[config.mk]
export PLATFORM = sky130hd
export DESIGN_NAME = key_matrix_change_events
export DESIGN_NICKNAME = d
export VERILOG_FILES = /design/src/rtl/kmce_pkg.sv /design/src/rtl/kmce_scan.sv /design/src/rtl/kmce_out.sv /design/src/rtl/key_matrix_change_events.sv
export SDC_FILE = /design/constraint.sdc
export NUM_CORES = 1
export LEC_CHECK = 0
export CAP_MARGIN = 5
export CORE_ASPECT_RATIO = 0.9
export CORE_MARGIN = 4
export CORE_UTILIZATION = 24
export DETAILED_ROUTE_END_ITERATION = 8
export DONT_BUFFER_PORTS = 1
export PLACE_DENSITY_LB_ADDON = 0.15
export SLEW_MARGIN = 20
export SYNTH_ARGS = -nofsm -noshare
export SYNTH_HDL_FRONTEND = slang
export SYNTH_SLANG_ARGS = --single-unit
[constraint.sdc]
create_clock -name clk -period 4.3 [get_ports clk]
set_input_delay 0.215 -clock clk [delete_from_list [all_inputs] [get_ports clk]]
set_output_delay 0.215 -clock clk [all_outputs]
set_load 0.01 [all_outputs]
[src/rtl/kmce_pkg.sv]
package kmce_pkg;

	localparam int DEF_ROWS = 8;
	localparam int DEF_COLS = 16;

	localparam int ROW_W = 3;
	localparam int COL_W = 4;
	localparam int BITS_W = 16;

	localparam int CFG_IDX_W = 2;
	localparam int CFG_DATA_W = 4;

	localparam logic [CFG_IDX_W-1:0] REG_SPECIAL_ENABLE = 2'd0;
	localparam logic [CFG_IDX_W-1:0] REG_SPECIAL_ROW = 2'd1;
	localparam logic [CFG_IDX_W-1:0] REG_SPECIAL_COL = 2'd2;

	localparam logic SPECIAL_EN_RST = 1'b1;
	localparam logic [ROW_W-1:0] SPECIAL_ROW_RST = 3'd4;
	localparam logic [COL_W-1:0] SPECIAL_COL_RST = 4'd10;

	localparam logic KIND_EVENT = 1'b0;
	localparam logic KIND_REPORT = 1'b1;

	typedef struct packed {
		logic en;
		logic [ROW_W-1:0] row;
		logic [COL_W-1:0] col;
	} cfg_t;

	typedef struct packed {
		logic kind;
		logic [ROW_W-1:0] row;
		logic [COL_W-1:0] col;
		logic pressed;
	} result_t;

	typedef struct packed {
		logic push;
		logic flush;
	} flow_t;

endpackage

[src/rtl/kmce_scan.sv]
module kmce_scan #(
	parameter int ROWS = kmce_pkg::DEF_ROWS,
	parameter int COLS = kmce_pkg::DEF_COLS
) (
	input  logic clk,
	input  logic arst_n,
	input  kmce_pkg::cfg_t cfg,
	input  logic in_valid,
	output logic in_stall,
	input  logic [kmce_pkg::ROW_W-1:0] row_index,
	input  logic [kmce_pkg::BITS_W-1:0] row_bits,
	input  logic scan_end,
	output kmce_pkg::flow_t flow,
	output kmce_pkg::result_t res,
	input  logic flow_ok
);

	localparam int EFF_COLS = (COLS < kmce_pkg::BITS_W) ? COLS : kmce_pkg::BITS_W;
	localparam int EFF_ROWS = (ROWS < 8) ? ROWS : 8;
	localparam int IDX_W = (EFF_ROWS > 1) ? $clog2(EFF_ROWS) : 1;
	localparam int CNT_W = (EFF_COLS > 1) ? $clog2(EFF_COLS) : 1;
	localparam logic [CNT_W-1:0] LAST_COL = CNT_W'(EFF_COLS - 1);

	localparam logic [1:0] ST_IDLE = 2'd0;
	localparam logic [1:0] ST_COLS = 2'd1;
	localparam logic [1:0] ST_REPORT = 2'd2;
	localparam logic [1:0] ST_FLUSH = 2'd3;

	logic [1:0] state_q;
	logic [EFF_COLS-1:0] rows_q [EFF_ROWS];
	logic [EFF_COLS-1:0] bits_q;
	logic [EFF_COLS-1:0] prev_q;
	logic [EFF_COLS-1:0] prev_next;
	logic [kmce_pkg::ROW_W-1:0] row_q;
	logic [CNT_W-1:0] col_q;
	logic row_ok_q;
	logic end_q;
	logic skip_q;
	logic pending_q;

	logic accept;
	logic in_range;
	logic chg;
	logic special;
	logic new_bit;
	logic report_due;

	assign in_stall = (state_q != ST_IDLE);
	assign accept = in_valid && !in_stall;
	assign in_range = (32'(row_index) < ROWS);

	assign chg = (bits_q[0] ^ prev_q[0]) && !skip_q;
	assign special = chg && cfg.en && (row_q == cfg.row) && (kmce_pkg::COL_W'(col_q) == cfg.col);
	assign new_bit = (chg && !special) ? bits_q[0] : prev_q[0];
	assign report_due = end_q && pending_q;

	always_comb begin
		prev_next = prev_q >> 1;
		prev_next[EFF_COLS-1] = new_bit;
	end

	always_comb begin
		flow.push = 1'b0;
		flow.flush = 1'b0;
		res.kind = kmce_pkg::KIND_EVENT;
		res.row = row_q;
		res.col = kmce_pkg::COL_W'(col_q);
		res.pressed = bits_q[0];
		unique case (state_q)
			ST_COLS: begin
				flow.push = chg;
			end
			ST_REPORT: begin
				flow.push = report_due;
				res.kind = kmce_pkg::KIND_REPORT;
				res.row = '0;
				res.col = '0;
				res.pressed = 1'b0;
			end
			ST_FLUSH: begin
				flow.flush = 1'b1;
			end
			default: begin
			end
		endcase
	end

	always_ff @(posedge clk or negedge arst_n) begin
		if (!arst_n) begin
			state_q <= ST_IDLE;
			pending_q <= 1'b0;
			skip_q <= 1'b0;
			col_q <= '0;
			for (int i = 0; i < EFF_ROWS; i++) begin
				rows_q[i] <= '0;
			end
		end else begin
			unique case (state_q)
				ST_IDLE: begin
					if (accept) begin
						skip_q <= !in_range;
						col_q <= '0;
						state_q <= ST_COLS;
					end
				end
				ST_COLS: begin
					if (flow_ok) begin
						if (chg) begin
							pending_q <= !special;
						end
						if (special) begin
							skip_q <= 1'b1;
						end
						col_q <= col_q + 1'b1;
						if (col_q == LAST_COL) begin
							if (row_ok_q) begin
								rows_q[row_q[IDX_W-1:0]] <= prev_next;
							end
							state_q <= ST_REPORT;
						end
					end
				end
				ST_REPORT: begin
					if (!report_due || flow_ok) begin
						if (report_due) begin
							pending_q <= 1'b0;
						end
						state_q <= ST_FLUSH;
					end
				end
				ST_FLUSH: begin
					if (flow_ok) begin
						state_q <= ST_IDLE;
					end
				end
				default: begin
					state_q <= ST_IDLE;
				end
			endcase
		end
	end

	// column shift registers, one column per step
	always_ff @(posedge clk) begin
		if (accept) begin
			bits_q <= row_bits[EFF_COLS-1:0];
			prev_q <= in_range ? rows_q[row_index[IDX_W-1:0]] : '0;
			row_q <= row_index;
			row_ok_q <= in_range;
			end_q <= scan_end;
		end else if (state_q == ST_COLS && flow_ok) begin
			bits_q <= bits_q >> 1;
			prev_q <= prev_next;
		end
	end

endmodule

[src/rtl/kmce_out.sv]
module kmce_out (
	input  logic clk,
	input  logic arst_n,
	input  kmce_pkg::flow_t flow,
	input  kmce_pkg::result_t res,
	output logic flow_ok,
	output logic out_valid,
	input  logic out_stall,
	output logic item_kind,
	output logic [kmce_pkg::ROW_W-1:0] event_row,
	output logic [kmce_pkg::COL_W-1:0] event_col,
	output logic event_pressed,
	output logic run_last
);

	// one result is held back until the next one, or the end of the row, tells run_last
	logic hold_v_q;
	kmce_pkg::result_t hold_q;
	logic out_v_q;
	kmce_pkg::result_t out_q;
	logic last_q;
	logic load_out;

	assign flow_ok = !hold_v_q || !out_v_q || !out_stall;
	assign load_out = flow_ok && hold_v_q && (flow.push || flow.flush);

	always_ff @(posedge clk or negedge arst_n) begin
		if (!arst_n) begin
			hold_v_q <= 1'b0;
			out_v_q <= 1'b0;
		end else begin
			if (load_out) begin
				out_v_q <= 1'b1;
			end else if (!out_stall) begin
				out_v_q <= 1'b0;
			end
			if (flow.push && flow_ok) begin
				hold_v_q <= 1'b1;
			end else if (flow.flush && flow_ok) begin
				hold_v_q <= 1'b0;
			end
		end
	end

	always_ff @(posedge clk) begin
		if (load_out) begin
			out_q <= hold_q;
			last_q <= flow.flush;
		end
		if (flow.push && flow_ok) begin
			hold_q <= res;
		end
	end

	assign out_valid = out_v_q;
	assign item_kind = out_q.kind;
	assign event_row = out_q.row;
	assign event_col = out_q.col;
	assign event_pressed = out_q.pressed;
	assign run_last = last_q;

endmodule

[src/rtl/key_matrix_change_events.sv]
// Key matrix change events. Each input beat carries one scanned row; the row is compared
// with its stored previous state one column per cycle while the output is not stalled, lowest
// column first, and every change gives a key event beat (row, column, pressed) and is recorded,
// except the configured special key, whose event is given but not recorded, ending the row and
// clearing the pending flag. On a row flagged scan_end a send-report beat follows if a change is
// pending. run_last marks the final beat of each row. A new row is taken only after the current
// one has passed its column, report and flush steps. The row store is cleared by reset.
// Configuration must be written only while the block is idle; the block itself does not enforce this.
module key_matrix_change_events #(
	parameter int ROWS = kmce_pkg::DEF_ROWS,
	parameter int COLS = kmce_pkg::DEF_COLS
) (
	input  logic clk,
	input  logic arst_n,
	input  logic cfg_we,
	input  logic [kmce_pkg::CFG_IDX_W-1:0] cfg_index,
	input  logic [kmce_pkg::CFG_DATA_W-1:0] cfg_data,
	input  logic in_valid,
	output logic in_stall,
	input  logic [kmce_pkg::ROW_W-1:0] row_index,
	input  logic [kmce_pkg::BITS_W-1:0] row_bits,
	input  logic scan_end,
	output logic out_valid,
	input  logic out_stall,
	output logic item_kind,
	output logic [kmce_pkg::ROW_W-1:0] event_row,
	output logic [kmce_pkg::COL_W-1:0] event_col,
	output logic event_pressed,
	output logic run_last
);

	kmce_pkg::cfg_t cfg_q;
	kmce_pkg::flow_t flow;
	kmce_pkg::result_t res;
	logic flow_ok;

	always_ff @(posedge clk or negedge arst_n) begin
		if (!arst_n) begin
			cfg_q.en <= kmce_pkg::SPECIAL_EN_RST;
			cfg_q.row <= kmce_pkg::SPECIAL_ROW_RST;
			cfg_q.col <= kmce_pkg::SPECIAL_COL_RST;
		end else if (cfg_we) begin
			unique case (cfg_index)
				kmce_pkg::REG_SPECIAL_ENABLE: cfg_q.en <= cfg_data[0];
				kmce_pkg::REG_SPECIAL_ROW: cfg_q.row <= cfg_data[kmce_pkg::ROW_W-1:0];
				kmce_pkg::REG_SPECIAL_COL: cfg_q.col <= cfg_data[kmce_pkg::COL_W-1:0];
				default: begin
				end
			endcase
		end
	end

	kmce_scan #(
		.ROWS(ROWS),
		.COLS(COLS)
	) u_scan (
		.clk(clk),
		.arst_n(arst_n),
		.cfg(cfg_q),
		.in_valid(in_valid),
		.in_stall(in_stall),
		.row_index(row_index),
		.row_bits(row_bits),
		.scan_end(scan_end),
		.flow(flow),
		.res(res),
		.flow_ok(flow_ok)
	);

	kmce_out u_out (
		.clk(clk),
		.arst_n(arst_n),
		.flow(flow),
		.res(res),
		.flow_ok(flow_ok),
		.out_valid(out_valid),
		.out_stall(out_stall),
		.item_kind(item_kind),
		.event_row(event_row),
		.event_col(event_col),
		.event_pressed(event_pressed),
		.run_last(run_last)
	);

endmodule

## Word level (Yosys, flattened, before mapping)

Index checks and enable logic that the tools add are counted.

| cells by class | value |
|---|---|
| $add $sub $neg | 1 |
| order comparisons | 3 |
| equal/unequal tests | 17 |
| multiplexer cells | 36 |
| bitwise logic cells | 3 |
| reductions and logical operators | 39 |

Operators by type and width:

| kind | number |
|---|---|
| bitwise mux 128 bit | 1 |
| 2-to-1 mux 16 bit | 7 |
| binary-select mux 16 bit (select 3 bit) | 1 |
| demux 16 bit (select 3 bit) | 1 |
| != test 2 x 1 -> 1 bit, second input constant | 9 |
| logical AND 1 bit | 13 |
| 2-to-1 mux 1 bit | 13 |
| 2-to-1 mux 2 bit | 5 |
| AND reduction 5 bit | 2 |
| nonzero test 2 bit | 5 |
| 2-to-1 mux 9 bit | 1 |
| >= comparator 4 bit, second input constant | 2 |
| 2-to-1 mux 4 bit | 2 |
| NOT 3 -> 4 bit | 2 |
| one-hot mux 2 bit (4 select lines) | 1 |
| one-hot mux 4 bit (2 select lines) | 1 |
| zero test 1 bit | 7 |
| == test 2 bit, second input constant | 3 |
| one-hot mux 1 bit (2 select lines) | 3 |
| AND reduction 2 bit | 3 |
| AND reduction 3 bit | 2 |
| adder 4 x 1 -> 4 bit, second input constant | 1 |
| == test 2 x 1 -> 1 bit, second input constant | 2 |
| == test 4 bit | 1 |
| 7 further kinds | 11 |

| word-level totals | value |
|---|---|
| flip-flop bits (word level) | 201 |
| bits of input ports | 31 |
| word-level logic and storage cells | 129 |

## Depth between registers and ports, before layout

| logic depth | value |
|---|---|
| depth after elaboration | 10 |
| depth in mapped cells | 8 |
| mapped depth without buffers | 6 |

## Hierarchy

Synthesis repeated with hierarchy kept, for this count alone.

| second synthesis, totals | value |
|---|---|
| cells, all modules | 574 |
| area total of the unflattened synthesis | 8882.3 µm² |

Modules (own cells, without submodules):

| module | times used | cells each | area each (µm²) | seq. area each (µm²) |
|---|---|---|---|---|
| kmce_scan | 1 | 525 | 7901.3 | 4484.3 |
| kmce_out | 1 | 30 | 663.1 | 620.6 |
| key_matrix_change_events | 1 | 19 | 317.8 | 205.2 |

## Worst setup path before layout

No wires, ideal clock.

| path | value |
|---|---|
| path type | register to register |
| from | register u_scan.state_q[1] |
| to | register u_out.out_q (netlist bit u_out.event_col[0]) (enable) |
| setup time | 0.341 ns |
| arrival | 1.823 ns |
| setup slack | 2.136 ns |
| cell stages (with the launch flop) | 7 |
| clock period less this slack | 2.164 ns |
| cells stage by stage | dfrtp_1 > inv_1 > ha_1 > inv_1 > o31ai_1 > and3_1 > o21a_1 |

| between the ends | value |
|---|---|
| word-level cells in the longest chain between the ends | 4 |
| elaborated cells between the ends (all ways) | 7 |
| those cells by class | 3 x eq/ne; 2 x mux; 2 x reduce/logical |

RTL lines:

| what | RTL line | RTL |
|---|---|---|
| start, declared | kmce_scan.sv:29 | `logic [1:0] state_q;` |
| start signal, assigned | kmce_scan.sv:90 | `state_q <= ST_IDLE;` |
| start signal, assigned | kmce_scan.sv:103 | `state_q <= ST_COLS;` |
| start signal, assigned | kmce_scan.sv:119 | `state_q <= ST_REPORT;` |
| == test 2 bit / == test 2 x 1 -> 1 bit (equally long branches) | kmce_scan.sv:69 | `unique case (state_q)` |
| one-hot mux 1 bit (2 select lines) / 2-to-1 mux 1 bit (equally long branches) | kmce_scan.sv:69 |  |
| logical OR 1 bit (*) | kmce_out.sv:25 | `assign load_out = flow_ok && hold_v_q && (flow.push \|\| flow.flush);` |
| logical AND 1 bit (*) | kmce_out.sv:25 |  |
| named net u_out.load_out | kmce_out.sv:22 | `logic load_out;` |
| end signal, assigned | kmce_out.sv:47 | `out_q <= hold_q;` |
| end, declared | kmce_out.sv:20 | `kmce_pkg::result_t out_q;` |

Mark *: on every way through the listed nets, which the timed path passes. The rest lies on a longest branch.
A chain may end at the register's enable or synchronous reset.

## Final worst setup path

| path | value |
|---|---|
| from | register u_scan.state_q[1] |
| to | register u_out.out_q (netlist bit u_out.event_pressed) (enable) |

The elaborated chain is that of the path after synthesis.

==> results.toml <==
[clock_tree]
root_buffer = "clkbuf_16"
cts_tree = "done"
cts.reportedPaths.clkPinSlew_ps = 60
cts_setup_buffers = 0
clock-sinks = 201
h-tree-depth = 1
clockBufferDepth = 3
clk_latency_ps = 510
cts_buffers = 24

[routing]
wl_um = 21300
antenna_left = 0
post_drt_wl_per_cell_um = 18.8
drcViolationCount = 0
dr.pass1.iters = 4
via_per_inst = 4.49
dr.first_iter.drc_count = 213
vias = 5092

[timing]
hold_violations = 0
skew_ps = 21.8
fin_setup_tns_ps = 0
fin_crit_sh = 0.688
max_freq_ghz = 0.338
slew_headroom = 0.349
whs_ps = 26.1
tightestPinTransition_ps = 976
slew_violations = 0
setup_viol_count_final = 0
rsz0062_at_grt = "false"
period_minus_slack_ps = 2960

[global_route]
track_usage = 0.105
grt_overflow = 0
grtUsageMet1 = 0.151
antenna_found_initial = 0
grt_pass1_wl_um = 33800
grt_pass1_vias = 5611
grt_max_degree = 147
use_met3 = 0.0170
grt.busiest_layer = "met2"
gr-usage-met2 = 0.166

[critical_path]
crit_end = "u_out.event_pressed$_DFFE_PP_"
r2r_slack_ps = 1340
worstReg2RegEnd = "u_out.event_pressed$_DFFE_PP_"
worst_ep_required_time_ps = 4470
cp-start-kind = "flop"
crit_fanout = 14
crit_path_start = "u_scan.state_q[1]$_DFFE_PN0P_"
reg2reg_depth = 6
arrival_ps = 3120
r2r-start = "u_scan.state_q[1]$_DFFE_PN0P_"
crit_type = "flop to flop"
worst_setup_path_end_kind = "flop"

[worst_hold_path]
hold_class = "primary input to flop"

[floorplanning]
initial_core_util = 0.244
dieArea_sq_um = 41200
core_sq_um = 37400
ios = 43
fp-row-count = 67
die_x_um = 213
die_h_um = 193

[flow_run]
timing.max_cap.violations = 0

[cells_and_area]
fill_cells = 3731
areaGrowthSynthToFinish_pct = 17.7
diodes = 0
final_common_cell = "dfrtp_1"
fin_util = 0.287
final_cell_area_sq_um = 10700
nets = 670
final_cell_mix = "dfrtp_1, mux2_2, edfxtp_1"
drive_gt1_frac = 0.360

[yosys]
yosysWarnings = 0
ys_ff_latch = 201
synth_cell_types = 55
synth_nets = 636
syn_inst = 600
synth_flop_cell = "dfrtp_1"
async_flop_share = 0.726
syn_avg_cell_area_sq_um = 15.2
synth_edf_count = 55
ys_seq_area_frac = 0.582
syn_area_sq_um = 9120

[placement]
place_area_sq_um = 9630
place_hpwl_um = 12800
place.port_buffers = 0
place.gp.congestion = 0.796

[power]
clockPowerShare = 0.352
leakage_nw = 4.50
power_mw = 5.67
pwr-share-comb = 0.169
seq_power_share = 0.478
internal_power_mw = 4.01
power.density_nw_per_um2 = 528
swShare = 0.293
p_switching_mw = 1.66
peakVddDrop_uv = 224

[run_status]
outcome = "finished clean"
## synth_stat cells (5+ instances only)
master	instances	area, sq um
a21oi_1	10	50.1
a31oi_1	14	87.6
and3_1	5	31.3
buf_2	8	40.0
buf_4	6	45.0
clkbuf_1	14	52.6
dfrtp_1	142	3550
edfxtp_1	55	1650
ha_1	5	62.6
inv_1	8	30.0
mux2_1	9	101
mux2_2	135	1520
mux2i_1	18	180
mux4_2	32	721
nand2_1	29	109
nand3_1	6	30.0
nand4_1	5	31.3
nor2_1	5	18.8
nor2b_1	11	68.8
o21ai_0	20	100
xnor2_1	8	70.1
## metal layers
metal  vias up  part of all wire
li1       2326                 -
met1      2655              0.48
met2        78              0.46
met3        33             0.036
met4         0             0.022
met5         -                 0
## registers in the layout, summed over array words and instances, names as in the netlist, 3 cells and up
register	cells
u_out.hold_q	9
u_out.event_row	3
cfg_q	8
u_scan.bits_q	16
u_out.event_col	4
u_scan.prev_q	16
u_scan.rows_q	128
u_scan.row_q	3
u_scan.col_q	4
## cells by family (layout without fill, tap and decap cells)
group,count (synthesis),in the layout,share of synthesized area
AND/OR/NAND/NOR,89,89,0.0608
AO/OA/AOI/OAI,60,60,0.0413
buffers and inverters,43,95,0.0246
XOR/XNOR,8,8,0.00768
multiplexers,194,194,0.277
adder cells (fa/ha/maj),5,5,0.00686
flip-flops,201,201,0.582
## worst min-delay path by stage
stage | start | end | slack, ps | cells after the start
2_1_floorplan | arst_n | cfg_q[0]$_DFFE_PN0P_ | -80 | 0
3_3_place_gp | arst_n | u_scan.rows_q[17]$_DFFE_PN0P_ | -60 | 0
3_5_place_dp | arst_n | u_scan.rows_q[17]$_DFFE_PN0P_ | -60 | 0
4_1_cts | row_index[2] | u_scan.prev_q[14]$_DFFE_PP_ | 3 | 2
5_1_grt | row_index[2] | u_scan.prev_q[1]$_DFFE_PP_ | 40 | 2
6_report | row_index[2] | u_scan.prev_q[6]$_DFFE_PP_ | 30 | 2
## stage by stage
stage	std cells	worst slack (ps)
finish	1135	1340
global route	1135	1090
CTS	1135	1290
detailed placement	1060	1310
global placement	1060	1380
floorplan	600	2140
## final cells by class
cell class	instances	area, sq um	share of cell area
Clock buffer	31	668	0.0622
Multi-Input combinational cell	356	3590	0.334
Sequential cell	201	5310	0.495
Inverter	10	37.5	0.00350
Timing Repair Buffer	41	415	0.0387
Tap cell	483	604	0.0563
Clock inverter	13	115	0.0107
## power groups by stage
stage,Combinational [mW],Clock [mW],Sequential (mW)
CTS,0.983,2.07,2.72
global route,1.09,2.15,2.77
global placement,0.902,0,2.74
finish,0.959,2.00,2.71
floorplan,0.726,0,2.60
detailed placement,0.920,0,2.75
## worst max-delay path, cell delays in order (launching register included)
cell	delay, ps
dfrtp_1	410
inv_1	90
ha_1	510
inv_1	260
o31ai_1	370
and3_1	510
o21a_1	460
## what timing repair did
action	4_1_cts	5_1_grt
endpoints found under the hold margin	182	0
resized for setup	0	0
hold buffers	31	0
setup endpoints to repair	0	0
(Power assumes the default switching activity.)
